$ cat src/hdl/dsse_pkg.sv
`timescale 1ns / 1ps
`default_nettype none

package dsse_pkg;

	localparam int MAX_COLS    = 2048;
	localparam int MAX_ROWS    = 4096;
	localparam int SAMPLE_BITS = 16;
	localparam int COL_BITS    = $clog2(MAX_COLS);
	localparam int ROW_BITS    = $clog2(MAX_ROWS);

	localparam int IMG_COLS_W  = 12;
	localparam int IMG_ROWS_W  = 13;
	localparam int THRESH_W    = 15;
	localparam int OCTAVE_W    = 3;
	localparam int KEY_COL_W   = 18;
	localparam int KEY_ROW_W   = 19;
	localparam int RESP_W      = 15;

	localparam int CFG_IDX_W   = 2;
	localparam int CFG_DATA_W  = 15;
	localparam logic [CFG_IDX_W-1:0] CFG_IMAGE_COLS   = 2'd0;
	localparam logic [CFG_IDX_W-1:0] CFG_IMAGE_ROWS   = 2'd1;
	localparam logic [CFG_IDX_W-1:0] CFG_CONTRAST_THR = 2'd2;
	localparam logic [CFG_IDX_W-1:0] CFG_OCTAVE_INDEX = 2'd3;

	// result queue: room for everything in flight plus a full-rate backlog
	localparam int OUT_DEPTH   = 8;
	localparam int OUT_PTR_W   = $clog2(OUT_DEPTH);

	// one sample per layer, [0] below, [1] centre, [2] above
	typedef logic [2:0][SAMPLE_BITS-1:0] triple_t;

	typedef struct packed {
		logic                valid;
		logic [COL_BITS-1:0] col;
		logic [ROW_BITS-1:0] row;
	} pos_t;

	// line store word
	typedef struct packed {
		triple_t near;
		triple_t far;
	} line_t;

	// new window column, top row first
	typedef struct packed {
		triple_t far;
		triple_t near;
		triple_t cur;
	} column_t;

	typedef struct packed {
		logic                valid;
		logic                hit;
		logic                is_max;
		logic [RESP_W-1:0]   response;
		logic [COL_BITS-1:0] col;
		logic [ROW_BITS-1:0] row;
	} det_t;

	typedef struct packed {
		logic [KEY_COL_W-1:0] key_col;
		logic [KEY_ROW_W-1:0] key_row;
		logic                 is_maximum;
		logic [RESP_W-1:0]    response;
	} key_t;

endpackage

`default_nettype wire

$ cat src/hdl/dsse_window.sv
`timescale 1ns / 1ps
`default_nettype none

module dsse_window
	import dsse_pkg::*;
(
	input  wire logic                clk,
	input  wire logic                arst_n,
	input  wire pos_t                pos_s1,
	input  wire column_t             col_s1,
	input  wire logic [THRESH_W-1:0] threshold,
	output det_t                     det_s3
);

	localparam logic [SAMPLE_BITS:0] RESP_MAX = (SAMPLE_BITS+1)'((1 << RESP_W) - 1);

	// [layer][row: 0 top][col: 2 newest]
	logic signed [SAMPLE_BITS-1:0] win_q [3][3][3];
	pos_t  pos_s2;
	det_t  det_s3_q;

	logic                          gt_all;
	logic                          lt_all;
	logic signed [SAMPLE_BITS-1:0] ctr;
	logic        [SAMPLE_BITS:0]   ctr_ext;
	logic        [SAMPLE_BITS:0]   mag;
	logic                          interior;
	det_t                          det_d;

	always_ff @(posedge clk or negedge arst_n) begin
		if (!arst_n) begin
			for (int l = 0; l < 3; l++) begin
				for (int i = 0; i < 3; i++) begin
					for (int j = 0; j < 3; j++) begin
						win_q[l][i][j] <= '0;
					end
				end
			end
		end else if (pos_s1.valid) begin
			for (int l = 0; l < 3; l++) begin
				for (int i = 0; i < 3; i++) begin
					win_q[l][i][0] <= win_q[l][i][1];
					win_q[l][i][1] <= win_q[l][i][2];
				end
				win_q[l][0][2] <= $signed(col_s1.far[l]);
				win_q[l][1][2] <= $signed(col_s1.near[l]);
				win_q[l][2][2] <= $signed(col_s1.cur[l]);
			end
		end
	end

	always_comb begin
		gt_all = 1'b1;
		lt_all = 1'b1;
		ctr    = win_q[1][1][1];
		for (int l = 0; l < 3; l++) begin
			for (int i = 0; i < 3; i++) begin
				for (int j = 0; j < 3; j++) begin
					if (!(l == 1 && i == 1 && j == 1)) begin
						if (ctr <= win_q[l][i][j]) begin
							gt_all = 1'b0;
						end
						if (ctr >= win_q[l][i][j]) begin
							lt_all = 1'b0;
						end
					end
				end
			end
		end
		ctr_ext  = {ctr[SAMPLE_BITS-1], ctr};
		mag      = ctr[SAMPLE_BITS-1] ? (SAMPLE_BITS+1)'(-ctr_ext) : ctr_ext;
		interior = (pos_s2.col >= COL_BITS'(2)) && (pos_s2.row >= ROW_BITS'(2));

		det_d.valid    = pos_s2.valid;
		det_d.hit      = pos_s2.valid && interior && (gt_all || lt_all)
			&& (mag >= (SAMPLE_BITS+1)'(threshold));
		det_d.is_max   = gt_all;
		det_d.response = (mag > RESP_MAX) ? RESP_MAX[RESP_W-1:0] : mag[RESP_W-1:0];
		det_d.col      = pos_s2.col;
		det_d.row      = pos_s2.row;
	end

	always_ff @(posedge clk or negedge arst_n) begin
		if (!arst_n) begin
			pos_s2   <= '0;
			det_s3_q <= '0;
		end else begin
			pos_s2   <= pos_s1;
			det_s3_q <= det_d;
		end
	end

	assign det_s3 = det_s3_q;

endmodule

`default_nettype wire

$ cat config.mk
export PLATFORM = sky130hd
export DESIGN_NAME = dsse_window
export DESIGN_NICKNAME = d
export VERILOG_FILES = /design/src/hdl/dsse_pkg.sv /design/src/hdl/dsse_window.sv
export SDC_FILE = /design/constraint.sdc
export NUM_CORES = 1
export LEC_CHECK = 0
export BUFFER_PORTS_ARGS = -buffer_cell sky130_fd_sc_hd__clkbuf_2
export CAP_MARGIN = 20
export CELL_PAD_IN_SITES_DETAIL_PLACEMENT = 2
export CELL_PAD_IN_SITES_GLOBAL_PLACEMENT = 2
export CORE_MARGIN = 2
export CORE_UTILIZATION = 41
export DETAILED_ROUTE_END_ITERATION = 8
export PLACE_DENSITY = 0.94
export SYNTH_ARGS = -nofsm -noshare
export SYNTH_HDL_FRONTEND = slang
export SYNTH_SLANG_ARGS = --single-unit
$ cat constraint.sdc
create_clock -name clk -period 8.7 [get_ports clk]
set_clock_uncertainty 0.1 [all_clocks]
set_input_delay 1.74 -clock clk [delete_from_list [all_inputs] [get_ports clk]]
set_output_delay 1.74 -clock clk [all_outputs]
set_load 0.05 [all_outputs]
==> results.json <==
{
  "status": "finished clean",
  "finalSetupViolCount": 0,
  "cp.arrival_ps": 5320,
  "drt_iter0_drc": 2148,
  "finalHoldViolations": 0,
  "rows": 96,
  "leakagePower_nw": 16.20,
  "fin_hold_ws_ps": 253.5,
  "syn_inst": 3021,
  "syn_area_mm2": 0.02814,
  "yosys-top-cells-count": "dfrtp_1, nand2_1, o21ai_0",
  "viasPerCell": 6.292,
  "rsz0062_at_grt": "false",
  "start_util": 0.4124,
  "place_congestion": 0.8318,
  "p_int_mw": 4.998,
  "crit_type": "flip-flop to flip-flop",
  "yosysSeqAreaShare": 0.4420,
  "cp_max_fo": 16,
  "fin_crit_sh": 0.5580,
  "avgRoutedWirePerCell_um": 32.78,
  "synth_largest_area_cell": "dfrtp_1",
  "worstPathRequired_ps": 9160,
  "fin_util": 0.4748,
  "worstReg2RegStart": "ctr[11]",
  "final_nets": 3852,
  "grt_pass1_vias": 30810,
  "drive_gt1_frac": 0.1267,
  "pwr-share-clk": 0.348,
  "comb_power_share": 0.303,
  "worstHoldPathType": "flip-flop to flip-flop",
  "ys_warn_count": 0,
  "syn_area_per_cell_um2": 9.314,
  "cts_tree": "built",
  "grt_max_degree": 197,
  "slew_headroom": 0.1874,
  "coreArea_mm2": 0.06823,
  "yosys-top-cells-area": "dfrtp_1, ha_1, o21ai_0",
  "antenna_found_initial": 6,
  "min-delay-start": "det_d[12]",
  "sw_frac_of_total": 0.3820,
  "cts.repair.resized": 0,
  "slew_violations": 0,
  "track_usage": 0.3846,
  "tightest_slew_ps": 1219,
  "drtPass1Iterations": 6,
  "cp-end-kind": "flip-flop",
  "clock_path_buffers": 3,
  "period_needed_ps": 4855,
  "drc_errors": 0,
  "via_count": 26220,
  "pre_cts_ws_ps": 4306,
  "synth_top_area_frac": 0.4420,
  "ant_nets": 0,
  "pwr_density_cell_mw_per_mm2": 249.7,
  "die_w_um": 266.0,
  "synth_nets": 3638,
  "synthFlopType": "dfrtp_1",
  "ys_async_sr_fraction": 1.000,
  "max_freq_mhz": 206.0,
  "drv_cap": 0,
  "port_buffers": 225,
  "num_io_pins": 226,
  "synthDistinctLibCells": 65,
  "p_switching_mw": 3.089,
  "fin_ws_ps": 3845,
  "wl_mm": 136.6,
  "cts_buffers": 57,
  "h-tree-depth": 2,
  "yosys_register_bits": 497,
  "synth-edff-count": 0,
  "die_y_um": 266.0,
  "clock_latency_ps": 660,
  "path_clk_slew_ps": 80,
  "cts_hold_buf": 0,
  "area_growth_pct": 15.12,
  "synth_most_common_cell": "dfrtp_1",
  "grt_overflow": 0,
  "clock-root-buffer": "clkbuf_16",
  "post-cts-setup-buffers": 0,
  "tns_ps": 0,
  "p_seq_frac": 0.350,
  "worst_setup_path_start_kind": "flip-flop",
  "grt_pass1_wl_mm": 202.6,
  "crit_start": "ctr[11]",
  "dieArea_mm2": 0.07074,
  "hpwlAfterDp_mm": 82.44,
  "max-vdd-ir-drop_v": 0.0001551,
  "clock-sinks": 497
}
-- through the flow --
stage / total power, mW / instance area (um2) / instances
6_report: 8.087 / 32390 / 4167
5_1_grt: 8.318 / 32390 / 4166
4_1_cts: 8.016 / 32390 / 4166
3_5_place_dp: 4.939 / 30270 / 4058
3_3_place_gp: 4.604 / 30270 / 4058
2_1_floorplan: 3.980 / 28140 / 3021
-- kinds of logic (layout without fill, tap and decap cells) --
logic type,after synthesis,in the layout,share of synthesized area
XOR/XNOR,13,13,0.004046
AND/OR/NAND/NOR,756,756,0.1211
flip-flops,497,497,0.4420
AO/OA/AOI/OAI,738,738,0.1479
buffers and inverters,528,791,0.07048
adder cells (fa/ha/maj),432,432,0.1921
other,0,1,0
multiplexers,57,57,0.02232
-- metal layers --
| layer | routed length, um | vias up | track usage |
|---|---|---|---|
| met5 | 51 | - | 0 |
| met4 | 12290 | 8 | 0.2999 |
| met3 | 8730 | 769 | 0.08383 |
| met2 | 65870 | 1412 | 0.6585 |
| met1 | 49660 | 13310 | 0.4136 |
| li1 | - | 10720 | - |
-- path summary, 6_finish.rpt --
| check | endpoint | slack [ps] | depth (start not counted) |
|---|---|---|---|
| worst max-delay path | det_s3[39] | 3850 | 11 |
| max in group asynchronous | win_q[107] | 5410 | 3 |
| worst min register to register | det_s3[12] | 250 | 0 |
| worst min-delay path | det_s3[12] | 250 | 0 |
| min in group asynchronous | det_s3[18] | 990 | 1 |
| worst max register to register | det_s3[39] | 3850 | 11 |
-- state kept, by name, summed over array words and instances (netlist names) --
register / count
det_d: 24
det_s3: 41
ctr: 16
win_q: 416
-- final cells by class --
type / count / area [um2]
clock buffer: 71 / 1569
clock inverter: 37 / 549.3
fill: 7169 / 35830
multi-input combinational: 1996 / 13720
tap: 882 / 1104
inverter: 433 / 1625
sequential: 497 / 12450
antenna: 1 / 2.502
timing repair buffer: 250 / 1371
-- worst max-delay path: stages, from the launching register on --
cell and delay, ps:
dfrtp_2 850, buf_4 470, ha_1 360, nand4_1 230, nor4_1 150, a221oi_1 510
o2111ai_1 300, or4_1 510, nor4b_1 350, nand4b_1 180, or4_4 540, a21oi_2 190
-- power groups by stage --
stage	sequential [mW]	clock (mW)	combinational, mW
6_report	2.83	2.81	2.45
4_1_cts	2.81	2.83	2.37
3_5_place_dp	2.82	0	2.12
3_3_place_gp	2.78	0	1.83
2_1_floorplan	2.84	0	1.14
5_1_grt	2.84	2.91	2.57
-- cell usage in the layout (no fill, tap or decap), types with 5 or more instances in the layout --
cell type,instances
nor4_1,23
buf_4,22
a221oi_1,5
a21oi_1,138
nand3_1,33
clkinv_2,10
dfrtp_2,13
nor3_1,15
nand2b_1,23
a211oi_1,16
nor2_1,46
a2111oi_0,8
clkbuf_2,223
nor2b_1,22
or4_1,6
nand4_1,69
a21o_1,51
nand2_1,484
o31ai_1,6
o21a_1,8
clkbuf_8,9
dfrtp_1,484
inv_1,432
ha_1,432
and4_1,9
bufinv_16,12
xnor2_1,11
mux2i_1,11
clkbuf_16,57
o21bai_1,8
o21ai_0,437
o211ai_1,17
clkinvlp_4,8
clkbuf_1,5
mux2_2,43
Note: power is estimated with default switching activity, not from simulation.
