--- src/hdl/dsse_pkg.sv ---
`timescale 1ns / 1ps
`default_nettype none

package dsse_pkg;

	localparam int MAX_COLS    = 2048;
	localparam int MAX_ROWS    = 4096;
	localparam int SAMPLE_BITS = 16;
	localparam int COL_BITS    = $clog2(MAX_COLS);
	localparam int ROW_BITS    = $clog2(MAX_ROWS);

	localparam int IMG_COLS_W  = 12;
	localparam int IMG_ROWS_W  = 13;
	localparam int THRESH_W    = 15;
	localparam int OCTAVE_W    = 3;
	localparam int KEY_COL_W   = 18;
	localparam int KEY_ROW_W   = 19;
	localparam int RESP_W      = 15;

	localparam int CFG_IDX_W   = 2;
	localparam int CFG_DATA_W  = 15;
	localparam logic [CFG_IDX_W-1:0] CFG_IMAGE_COLS   = 2'd0;
	localparam logic [CFG_IDX_W-1:0] CFG_IMAGE_ROWS   = 2'd1;
	localparam logic [CFG_IDX_W-1:0] CFG_CONTRAST_THR = 2'd2;
	localparam logic [CFG_IDX_W-1:0] CFG_OCTAVE_INDEX = 2'd3;

	// result queue: room for everything in flight plus a full-rate backlog
	localparam int OUT_DEPTH   = 8;
	localparam int OUT_PTR_W   = $clog2(OUT_DEPTH);

	// one sample per layer, [0] below, [1] centre, [2] above
	typedef logic [2:0][SAMPLE_BITS-1:0] triple_t;

	typedef struct packed {
		logic                valid;
		logic [COL_BITS-1:0] col;
		logic [ROW_BITS-1:0] row;
	} pos_t;

	// line store word
	typedef struct packed {
		triple_t near;
		triple_t far;
	} line_t;

	// new window column, top row first
	typedef struct packed {
		triple_t far;
		triple_t near;
		triple_t cur;
	} column_t;

	typedef struct packed {
		logic                valid;
		logic                hit;
		logic                is_max;
		logic [RESP_W-1:0]   response;
		logic [COL_BITS-1:0] col;
		logic [ROW_BITS-1:0] row;
	} det_t;

	typedef struct packed {
		logic [KEY_COL_W-1:0] key_col;
		logic [KEY_ROW_W-1:0] key_row;
		logic                 is_maximum;
		logic [RESP_W-1:0]    response;
	} key_t;

endpackage

`default_nettype wire

--- src/hdl/dsse_out_fifo.sv ---
`timescale 1ns / 1ps
`default_nettype none

module dsse_out_fifo
	import dsse_pkg::*;
(
	input  wire logic             clk,
	input  wire logic             arst_n,
	input  wire logic             push,
	input  wire key_t             wdata,
	input  wire logic             pop,
	output logic                  valid,
	output key_t                  rdata,
	output logic [OUT_PTR_W:0]    count
);

	key_t                 mem_q [OUT_DEPTH];
	logic [OUT_PTR_W-1:0] wr_ptr_q;
	logic [OUT_PTR_W-1:0] rd_ptr_q;
	logic [OUT_PTR_W:0]   count_q;
	logic                 do_pop;

	assign valid  = (count_q != '0);
	assign do_pop = pop && valid;

	always_ff @(posedge clk) begin
		if (push) begin
			mem_q[wr_ptr_q] <= wdata;
		end
	end

	always_ff @(posedge clk or negedge arst_n) begin
		if (!arst_n) begin
			wr_ptr_q <= '0;
			rd_ptr_q <= '0;
			count_q  <= '0;
		end else begin
			if (push) begin
				wr_ptr_q <= wr_ptr_q + 1'b1;
			end
			if (do_pop) begin
				rd_ptr_q <= rd_ptr_q + 1'b1;
			end
			if (push && !do_pop) begin
				count_q <= count_q + 1'b1;
			end else if (!push && do_pop) begin
				count_q <= count_q - 1'b1;
			end
		end
	end

	assign rdata = mem_q[rd_ptr_q];
	assign count = count_q;

endmodule

`default_nettype wire

--- config.mk ---
export PLATFORM = sky130hd
export DESIGN_NAME = dsse_out_fifo
export DESIGN_NICKNAME = d
export VERILOG_FILES = /design/src/hdl/dsse_pkg.sv /design/src/hdl/dsse_out_fifo.sv
export SDC_FILE = /design/constraint.sdc
export NUM_CORES = 1
export LEC_CHECK = 0
export BUFFER_PORTS_ARGS = -buffer_cell sky130_fd_sc_hd__buf_2
export CAP_MARGIN = 20
export CORE_ASPECT_RATIO = 1.1
export CORE_MARGIN = 8
export CORE_UTILIZATION = 25
export CTS_BUF_LIST = sky130_fd_sc_hd__clkbuf_4 sky130_fd_sc_hd__clkbuf_8 sky130_fd_sc_hd__clkbuf_16
export CTS_CLUSTER_SIZE = 20
export DETAILED_ROUTE_END_ITERATION = 8
export GPL_TIMING_DRIVEN = 0
export PLACE_DENSITY_LB_ADDON = 0.15
export SLEW_MARGIN = 30
export SYNTH_ARGS = -nofsm -noshare
export SYNTH_HDL_FRONTEND = slang
export SYNTH_SLANG_ARGS = --single-unit
export TNS_END_PERCENT = 50
--- constraint.sdc ---
create_clock -name clk -period 11.4 [get_ports clk]
set_input_delay 0.57 -clock clk [delete_from_list [all_inputs] [get_ports clk]]
set_output_delay 0.57 -clock clk [all_outputs]
set_load 0.02 [all_outputs]
==> qor.csv, run 1 <==
stage,metric,value,unit
cells_and_area,multi_input_area,3380,um2
global_route,antenna_found_initial,6,
yosys,syn_inst,672,
clock_network,clock-root-buffer,clkbuf_16,
yosys,synth.distinct_cells,27,
global_route,grt_max_degree,17,
critical_path,ff2ff_setup_slack,8.59,ns
global_route,grt_pass1_vias,8304,
placed_design,dp_cells,1689,
yosys,synth_area_per_cell,24.6,um2
sta,fmaxAchievable,294,MHz
sta,min_period,3.40,ns
critical_path,cp_max_fo,10,
route,vias_per_cell,4.17,
sta,fin_ws,8.00,ns
power_and_ir_drop,power,0.00537,W
floorplanning,dieArea,74600,um2
yosys,synth.top_cells.by_area,"edfxtp_1, mux4_2, mux2_2",
floorplanning,start_util,25.1,%
cells_and_area,seq_area,13000,um2
cells_and_area,final_cells,1780,
yosys,synth_seq_area_share,78.6,%
cells_and_area,num-fill-cells,6355,
floorplanning,ios,115,
global_route,grt_overflow_total,0,
clock_network,cts_buffers,48,
yosys,synthArstFlopShare,2.30,%
route,via_count,7427,
clock_network,clk_latency,0.57,ns
critical_path,path_class,flop to primary output,
critical_path,start_kind,flop,
route,drc,0,
power_and_ir_drop,power.density,262,nW/um2
critical_path,r2r_cells,8,
route,ant_nets,0,
clock_network,clock_path_buffers,3,
critical_path,cp-startpoint,rd_ptr_q[1],
clock_network,post_cts_buffers,0,
clock_network,cts_tree,done,
route,wl_per_cell,22.1,um
critical_path,crit_end,rdata[2],
yosys,netlist_area,16500,um2
critical_path,critPathRequiredTime,10.83,ns
floorplanning,die_h,286,um
sta,finalSetupTns,0,ns
sta,maxSlewViolCount,0,
yosys,synth-edff-count,424,
sta,clock_skew,0.0190,ns
critical_path,cp.arrival,2.83,ns
flow_run,max_cap_violations,0,
critical_path,r2r-start,count[0],
global_route,grt_use_total,10.6,%
floorplanning,core_area,65900,um2
yosys,yosysTopAreaCell,edfxtp_1,
yosys,yosysTopAreaCellShare,77.1,%
power_and_ir_drop,vdd_drop_max,0.123,mV
route,drt_wl_total,39300,um
min_path,worst_hold_startpoint,wdata[39],
status,outcome,completed,
route,firstDrtPassIters,4,
sta,period_share,29.8,%
sta,rsz0062_at_grt,no,
yosys,synth.most_common_cell,edfxtp_1,
sta,max-slew-margin-rel,41.4,%
cells_and_area,fin_util,31.1,%
yosys,synth-main-ff-cell,edfxtp_1,
clock_network,cts.sinks,434,
placed_design,preCtsSetupSlack,8.44,ns
critical_path,r2r-end,count[3],
cells_and_area,synthToLayoutAreaGrowth,24.1,%
sta,worstMarginPinSlew,0.880,ns
floorplanning,rows,99,
min_path,hold_class,input pin to flop,
clock_network,h-tree-depth,2,
yosys,yosys_warnings,0,
yosys,syn_nets,735,
sta,setup_viol,0,
critical_path,end_kind,primary output,
placed_design,dp_hpwl,26400,um
clock_network,clkSlewWorstSetupHoldPaths,0.06,ns
cells_and_area,fin_nets,945,
yosys,synth_seq_cells,434,
power_and_ir_drop,leakage,6.65,nW
route,drt-initial-drc-count,409,
cells_and_area,drive_gt1_share,45.6,%
yosys,synth_commonest_cells,"edfxtp_1, mux4_2, mux2_2",
placed_design,port-buffer-count,114,
placed_design,gp_congestion,0.631,
global_route,grt_pass1_wl,57800,um
floorplanning,die_x,261,um
sta,hold_viol,0,
## what timing repair did
item / 4_1_cts / 5_1_grt
endpoints found under the setup margin: 0 / 0
hold endpoints to repair: 10 / 0
hold buffers: 1 / 0
gates resized for setup: 0 / 0
## state kept, by name, summed over array words and instances (netlist names)
signal,count
wr_ptr_q,3
mem_q,424
rd_ptr_q,3
count,4
## critical path: stages (launching register included)
cell and delay [ns]:
dfrtp_1 0.35, buf_2 0.31, clkbuf_1 0.70, mux4_2 0.42, mux2_2 0.32, buf_2 0.17
## logic make-up (layout without fill, tap and decap cells)
| family | Yosys count | in the layout | synth area share, % |
|---|---|---|---|
| other | 0 | 3 | 0 |
| xor gates and xnor gates | 6 | 6 | 0.318 |
| buffers and inverters | 32 | 279 | 1.26 |
| DFF | 434 | 434 | 78.6 |
| muxes | 163 | 163 | 18.3 |
| adders and majority gates | 6 | 6 | 0.500 |
| AOI/OAI and AO/OA | 6 | 6 | 0.250 |
| and+or+nand+nor | 25 | 25 | 0.742 |
## how the worst min path moves through the flow
stage              endpoint  slack [ns]  cells past startpoint
2_1_floorplan      count[0]        0.27                      0
3_3_place_gp       count[3]        0.46                      1
3_5_place_dp       count[3]        0.47                      1
4_1_cts        mem_q[3][36]        0.22                      1
5_1_grt        mem_q[6][39]        0.24                      1
6_report       mem_q[6][39]        0.27                      1
## per-stage QoR
step | cell area [um2] | hold slack, ns
3_5_place_dp | 19000 | 0.466
5_1_grt | 20500 | 0.241
2_1_floorplan | 16500 | 0.274
4_1_cts | 20500 | 0.219
3_3_place_gp | 18200 | 0.460
6_report | 20500 | 0.271
## final cells by class
type	count	share of cell area [%]
antenna	3	0.0366
buffer	31	0.995
clock buffer	58	6.31
clock inverter	29	0.818
inverter	1	0.0183
multi-input combinational	206	16.5
sequential	434	63.3
tap	858	5.24
timing repair buffer	160	6.76
## metal layers
layer	wire length [um]	global-route usage, %	up-vias	part of all wire, %
li1	-	-	3296	-
met1	17600	13.8	3938	45
met2	19400	17.7	135	49
met3	1590	2.37	56	4.0
met4	739	2.85	2	1.9
met5	12	0	-	0.031
## power breakdown
part | internal, W | switching [W] | leakage [nW]
combinational | 0.000839 | 0.00103 | 1.96
clock | 0.000827 | 0.000609 | 0.726
sequential | 0.00200 | 0.0000571 | 3.97
total | 0.00367 | 0.00170 | 6.65
## cell usage in the layout (no fill, tap or decap), types with 2 or more instances in the layout
master / count
a21oi_1: 2
buf_12: 4
buf_16: 22
buf_2: 126
buf_4: 18
buf_6: 4
buf_8: 2
clkbuf_1: 13
clkbuf_16: 49
clkbuf_4: 9
clkinv_1: 14
clkinv_2: 9
clkinvlp_4: 3
dfrtp_1: 10
diode_2: 3
edfxtp_1: 424
ha_1: 5
inv_6: 2
mux2_2: 56
mux4_2: 106
nand2_1: 6
nand2b_1: 3
nand3_1: 3
nor2_4: 6
nor3_2: 2
o211ai_1: 2
or4_1: 2
xnor2_1: 5
(Power assumes the default switching activity.)
==> run 2, diff against run 1 <==
Clock period 11.4 ns to 3.05 ns, I/O delays scaled along.
==> qor.csv, run 2 (same netlist as run 1, synthesis figures left out) <==
stage,metric,value,unit,change
global_route,grt_pass1_wl,59900,um,+3.6%
cells_and_area,fin_nets,991,,+4.9%
critical_path,cp_slowest_cell,dfrtp_1,,
status,outcome,completed,,
sta,max-slew-margin-rel,51.1,%,+9.8 points
floorplanning,core_area,65900,um2,unchanged
sta,maxSlewViolCount,0,,unchanged
sta,finalSetupTns,0,ns,unchanged
route,ant_nets,0,,unchanged
sta,hold_viol,0,,unchanged
cells_and_area,fin_util,32.1,%,+1.0 points
route,highest_layer,met5,,
cells_and_area,drive_gt1_share,43.6,%,-2.0 points
clock_network,cts_buffers,47,,-2.1%
power_and_ir_drop,vdd_drop_max,0.345,mV,+180%
floorplanning,rows,99,,unchanged
cells_and_area,fin_area,21200,um2,+3.3%
critical_path,critPathRequiredTime,2.90,ns,-7.93 ns
placed_design,gp_congestion,0.657,,+4.2%
global_route,grt_pass1_vias,8694,,+4.7%
route,wirelength_met1,18200,um,+3.6%
route,drc,0,,unchanged
sta,fin_hold_ws,0.396,ns,+0.125 ns
floorplanning,start_util,25.1,%,unchanged
route,met3WireLength,1650,um,+3.8%
placed_design,port-buffer-count,114,,unchanged
placed_design,dp_hpwl,26100,um,-1.2%
power_and_ir_drop,p_int,0.0141,W,+280%
floorplanning,ios,115,,unchanged
critical_path,path_cells,buf_2 -> buf_4 -> buf_2 -> mux4_2 -> mux2_2 -> buf_2,,
critical_path,cp.arrival,2.73,ns,-0.10 ns
clock_network,cts_tree,done,,
power_and_ir_drop,leakage,6.93,nW,+4.2%
route,wl_per_cell,22.1,um,about the same
critical_path,start_kind,flop,,
power_and_ir_drop,clkPwrFrac,27.6,%,+0.8 points
global_route,antenna_found_initial,5,,-1
global_route,grt_max_degree,17,,unchanged
critical_path,crit_top_cell,buf_2,,
route,via_count,7670,,+3.3%
cells_and_area,largest_reg_flops,424,,unchanged
cells_and_area,synthToLayoutAreaGrowth,28.1,%,
clock_network,cts.sinks,434,,unchanged
floorplanning,die_x,261,um,unchanged
route,dr_wl_met2,19800,um,+1.9%
critical_path,path_class,flop to primary output,,
power_and_ir_drop,power.density,970,nW/um2,+270%
route,drt_wl_total,40400,um,+2.7%
cells_and_area,largest-register,mem_q,,
clock_network,clkSlewWorstSetupHoldPaths,0.06,ns,about the same
sta,setup_viol,0,,unchanged
power_and_ir_drop,p_switching,0.00644,W,+280%
sta,worstMarginPinSlew,0.733,ns,-0.146 ns
floorplanning,dieArea,74600,um2,unchanged
cells_and_area,final_common_cell,edfxtp_1,,
power_and_ir_drop,switching_share,31.4,%,-0.24 points
critical_path,max_stage_delay,0.35,ns,-0.35 ns
flow_run,max_cap_violations,0,,unchanged
clock_network,clock-root-buffer,clkbuf_16,,
min_path,hold_class,input pin to flop,,
clock_network,clk_latency,0.55,ns,-0.02 ns
sta,min_period,2.89,ns,
route,drt-initial-drc-count,332,,-19%
clock_network,h-tree-depth,2,,unchanged
sta,period_share,94.7,%,
clock_network,clock_path_buffers,3,,unchanged
global_route,grt_overflow_total,0,,unchanged
power_and_ir_drop,pwr-share-seq,37.6,%,-0.8 points
power_and_ir_drop,power_frac_comb,34.8,%,about the same
sta,clock_skew,0.0102,ns,-0.00876 ns
cells_and_area,layout_common_cells,"edfxtp_1, buf_2, mux4_2, dlygate4sd3_1, mux2_2",,
critical_path,end_kind,primary output,,
sta,fmaxAchievable,346,MHz,
global_route,grt_use_total,11.0,%,+0.37 points
power_and_ir_drop,power,0.0205,W,+280%
route,firstDrtPassIters,4,,unchanged
critical_path,cp_max_fo,10,,unchanged
cells_and_area,num-fill-cells,6313,,-0.66%
floorplanning,die_h,286,um,unchanged
route,vias_per_cell,4.20,,+0.56%
placed_design,placed_cell_area,19000,um2,about the same
-- run 2: changes by cell type in the layout (fill, tap and decap cells not counted), sizes merged --
cell / delta
dlygate4sd3: +56
buf: -12
bufinv: +4
clkinvlp: -2
diode: +2
inv: -2
clkdlybuf4s15: +1
clkinv: +1
-- run 2: power by group through the flow --
| stage | registers [W] | clock network, W | logic [W] |
|---|---|---|---|
| 2_1_floorplan | 0.00786 | 0 | 0.00443 |
| 3_3_place_gp | 0.00799 | 0 | 0.00681 |
| 3_5_place_dp | 0.00784 | 0 | 0.00737 |
| 4_1_cts | 0.00772 | 0.00588 | 0.00747 |
| 5_1_grt | 0.00779 | 0.00608 | 0.00773 |
| 6_report | 0.00771 | 0.00567 | 0.00714 |
-- run 2: what timing repair did --
item / in CTS / in global routing
setup buffers: 0 / 0
hold endpoints to repair: 440 / 0
gates resized for setup: 14 / 3
endpoints found under the setup margin: 47 / 10
hold buffers: 57 / 0
-- run 2: worst paths after layout --
check	end	slack, ns	startpoint	cells past startpoint
worst max-delay path	rdata[51]	0.16	rd_ptr_q[1]	6
worst max register to register	count[3]	0.24	count[0]	8
worst min-delay path	mem_q[3][10]	0.40	wdata[10]	2
min in group asynchronous	count[1]	0.62	arst_n	3
max in group asynchronous	wr_ptr_q[2]	2.07	arst_n	3
worst min register to register	count[2]	0.55	count[2]	2
-- run 2: worst max-delay path, delay by kind of cell (launching register included) --
kind | cells | cell delay (ns)
multiplexers | 2 | 0.64
flip-flops | 1 | 0.35
buffers and inverters | 4 | 1.16
-- run 2: cell type report --
| cell class | count | area [um2] | area share, % |
|---|---|---|---|
| inverter | 1 | 3.75 | 0.0177 |
| multi-input combinational | 206 | 3400 | 16.0 |
| timing repair buffer | 207 | 1920 | 9.09 |
| clock buffer | 56 | 1280 | 6.04 |
| sequential | 434 | 13000 | 61.3 |
| tap | 858 | 1070 | 5.07 |
| buffer | 31 | 233 | 1.10 |
| antenna | 5 | 12.5 | 0.0591 |
| clock inverter | 30 | 263 | 1.24 |
-- run 2: per-layer routing --
metal  vias up  track usage [%]
li1       3402                -
met1      4099             14.4
met2       117             18.4
met3        50             2.39
met4         2             2.71
met5         -                0
-- run 2: through the flow --
step	instances	worst slack, ns
floorplan	672	-0.261
global placement	1644	-3.42
detailed placement	1680	0.215
CTS	1823	0.0138
global route	1825	-0.00118
finish	1828	0.163
==> run 3, diff against run 2 <==
Settings changed: CTS_BUF_LIST sky130_fd_sc_hd__clkbuf_4 sky130_fd_sc_hd__clkbuf_8 sky130_fd_sc_hd__clkbuf_16 to sky130_fd_sc_hd__clkbuf_8.
Clock period 3.05 ns to 3.7 ns, I/O delays scaled along.
==> qor.csv, run 3 (same netlist as run 1, synthesis figures left out) <==
stage,metric,value,unit,change
route,drt-initial-drc-count,542,,+63%
route,vias_per_cell,4.18,,-0.28%
critical_path,end_kind,primary output,,
clock_network,clk_latency,0.63,ns,+0.08 ns
clock_network,cts_buffers,76,,+62%
sta,max-slew-margin-rel,42.0,%,-9.1 points
floorplanning,die_x,261,um,unchanged
cells_and_area,synthToLayoutAreaGrowth,26.9,%,
route,via_count,7866,,+2.6%
cells_and_area,drive_gt1_share,42.2,%,-1.4 points
sta,maxSlewViolCount,0,,unchanged
placed_design,placed_cell_area,19000,um2,-0.22%
power_and_ir_drop,power_frac_comb,35.7,%,+0.9 points
min_path,hold_class,input pin to flop,,
global_route,grt_use_total,11.1,%,+0.14 points
power_and_ir_drop,clkPwrFrac,25.4,%,-2.2 points
clock_network,clkSlewWorstSetupHoldPaths,0.06,ns,about the same
global_route,grt_pass1_vias,8902,,+2.4%
global_route,antenna_found_initial,5,,unchanged
cells_and_area,fin_nets,1023,,+3.2%
cells_and_area,largest_reg_flops,424,,unchanged
power_and_ir_drop,leakage,6.93,nW,about the same
power_and_ir_drop,pwr-share-seq,38.9,%,+1.3 points
placed_design,gp_congestion,0.665,,+1.2%
route,firstDrtPassIters,6,,+2
cells_and_area,largest-register,mem_q,,
floorplanning,dieArea,74600,um2,unchanged
cells_and_area,layout_common_cells,"edfxtp_1, buf_2, mux4_2, clkbuf_8, dlygate4sd3_1",,
power_and_ir_drop,switching_share,32.7,%,+1.3 points
status,outcome,completed,,
power_and_ir_drop,power.density,780,nW/um2,-20%
critical_path,path_class,flop to primary output,,
global_route,grt_overflow_total,0,,unchanged
global_route,grt_pass1_wl,60500,um,+1.1%
sta,clock_skew,0.0191,ns,+0.00885 ns
floorplanning,ios,115,,unchanged
clock_network,cts_tree,done,,
sta,fin_ws,0.594,ns,+0.431 ns
cells_and_area,final_common_cell,edfxtp_1,,
sta,worstMarginPinSlew,0.871,ns,+0.137 ns
flow_run,max_cap_violations,0,,unchanged
critical_path,start_kind,flop,,
sta,setup_viol,0,,unchanged
floorplanning,start_util,25.1,%,unchanged
sta,period_share,83.9,%,
clock_network,clock-root-buffer,clkbuf_8,,
clock_network,clock_path_buffers,3,,unchanged
critical_path,cp.arrival,2.92,ns,+0.19 ns
floorplanning,rows,99,,unchanged
global_route,grt_max_degree,16,,-1
power_and_ir_drop,vdd_drop_max,0.398,mV,+15%
cells_and_area,fin_area,21000,um2,-0.95%
sta,rsz0062_at_grt,no,,
clock_network,cts.sinks,434,,unchanged
floorplanning,die_h,286,um,unchanged
sta,hold_viol,0,,unchanged
clock_network,h-tree-depth,3,,+1
sta,fin_hold_ws,0.359,ns,-0.0366 ns
route,wl_per_cell,21.7,um,-1.7%
placed_design,port-buffer-count,114,,unchanged
critical_path,cp_max_fo,10,,unchanged
route,ant_nets,0,,unchanged
power_and_ir_drop,p_switching,0.00534,W,-17%
critical_path,critPathRequiredTime,3.51,ns,+0.61 ns
cells_and_area,multi_input_area,3390,um2,-0.26%
clock_network,post_cts_buffers,0,,unchanged
cells_and_area,num-fill-cells,6396,,+1.3%
route,drt_wl_total,40800,um,+1.1%
placed_design,preCtsSetupSlack,0.847,ns,+0.633 ns
route,drc,0,,unchanged
cells_and_area,fin_util,31.8,%,-0.30 points
cells_and_area,seq_area,13000,um2,unchanged
sta,fmaxAchievable,322,MHz,
power_and_ir_drop,p_int,0.0110,W,-22%
power_and_ir_drop,power,0.0163,W,-20%
sta,min_period,3.11,ns,
floorplanning,core_area,65900,um2,unchanged
placed_design,dp_hpwl,26300,um,+0.97%
-- run 3: changes by cell type in the layout (fill, tap and decap cells not counted), moves of 2 or more --
| cell | before | now |
|---|---|---|
| clkbuf_8 | 0 | 78 |
| clkbuf_16 | 49 | 0 |
| inv_1 | 1 | 28 |
| clkbuf_1 | 2 | 13 |
| clkbuf_2 | 11 | 0 |
| clkbuf_4 | 9 | 0 |
| buf_4 | 1 | 8 |
| clkinv_2 | 8 | 2 |
| clkinv_1 | 15 | 19 |
| buf_2 | 123 | 126 |
| clkinvlp_4 | 1 | 4 |
| buf_16 | 21 | 19 |
| buf_8 | 7 | 5 |
-- run 3: power groups by stage --
stage	clock, W	combinational [W]	sequential, W
6_report	0.00416	0.00584	0.00635
5_1_grt	0.00454	0.00634	0.00642
4_1_cts	0.00435	0.00613	0.00636
3_5_place_dp	0	0.00605	0.00646
3_3_place_gp	0	0.00563	0.00660
2_1_floorplan	0	0.00365	0.00649
-- run 3: final timing paths --
| kind | slack, ns | to | depth (start not counted) | start |
|---|---|---|---|---|
| max in group asynchronous | 2.74 | rd_ptr_q[0] | 3 | arst_n |
| min in group asynchronous | 0.60 | count[0] | 3 | arst_n |
| max reg2reg | 0.83 | count[3] | 8 | count[0] |
| min | 0.36 | mem_q[6][47] | 2 | wdata[47] |
| max | 0.59 | rdata[38] | 6 | rd_ptr_q[1] |
| min reg2reg | 0.55 | count[2] | 2 | count[2] |
-- run 3: layout make-up --
type                            count  share of cell area, %
Clock inverter                     57                   1.63
Clock buffer                       78                   5.12
Timing Repair Buffer              210                   9.00
Antenna cell                        5                 0.0597
Tap cell                          858                   5.12
Inverter                            1                 0.0179
Multi-Input combinational cell    206                   16.2
Sequential cell                   434                   61.9
Buffer                             31                  0.973
-- run 3: worst max-delay path, stage by stage (launching register included) --
cell     delay [ns]
dfrtp_1        0.35
buf_2          0.31
buf_2          0.38
buf_2          0.40
mux4_2         0.36
mux2_2         0.31
buf_2          0.17
-- run 3: stage by stage --
step,cells,TNS (ns)
2_1_floorplan,672,-49.79
3_3_place_gp,1644,-1276.66
3_5_place_dp,1683,0
4_1_cts,1875,0
5_1_grt,1878,0
6_report,1880,0
-- run 3: layer usage --
| metal | GRT usage [%] | vias up | part of all wire (%) |
|---|---|---|---|
| met5 | 0 | - | 0.039 |
| met2 | 17.6 | 172 | 48 |
| li1 | - | 3477 | - |
| met1 | 14.7 | 4143 | 46 |
| met3 | 3.01 | 72 | 4.7 |
| met4 | 3.76 | 2 | 2.0 |
-- run 3: repair_timing --
item | 4_1_cts | 5_1_grt
setup endpoints to repair | 0 | 0
resized for setup | 0 | 0
endpoints found under the hold margin | 440 | 0
hold buffers | 57 | 0
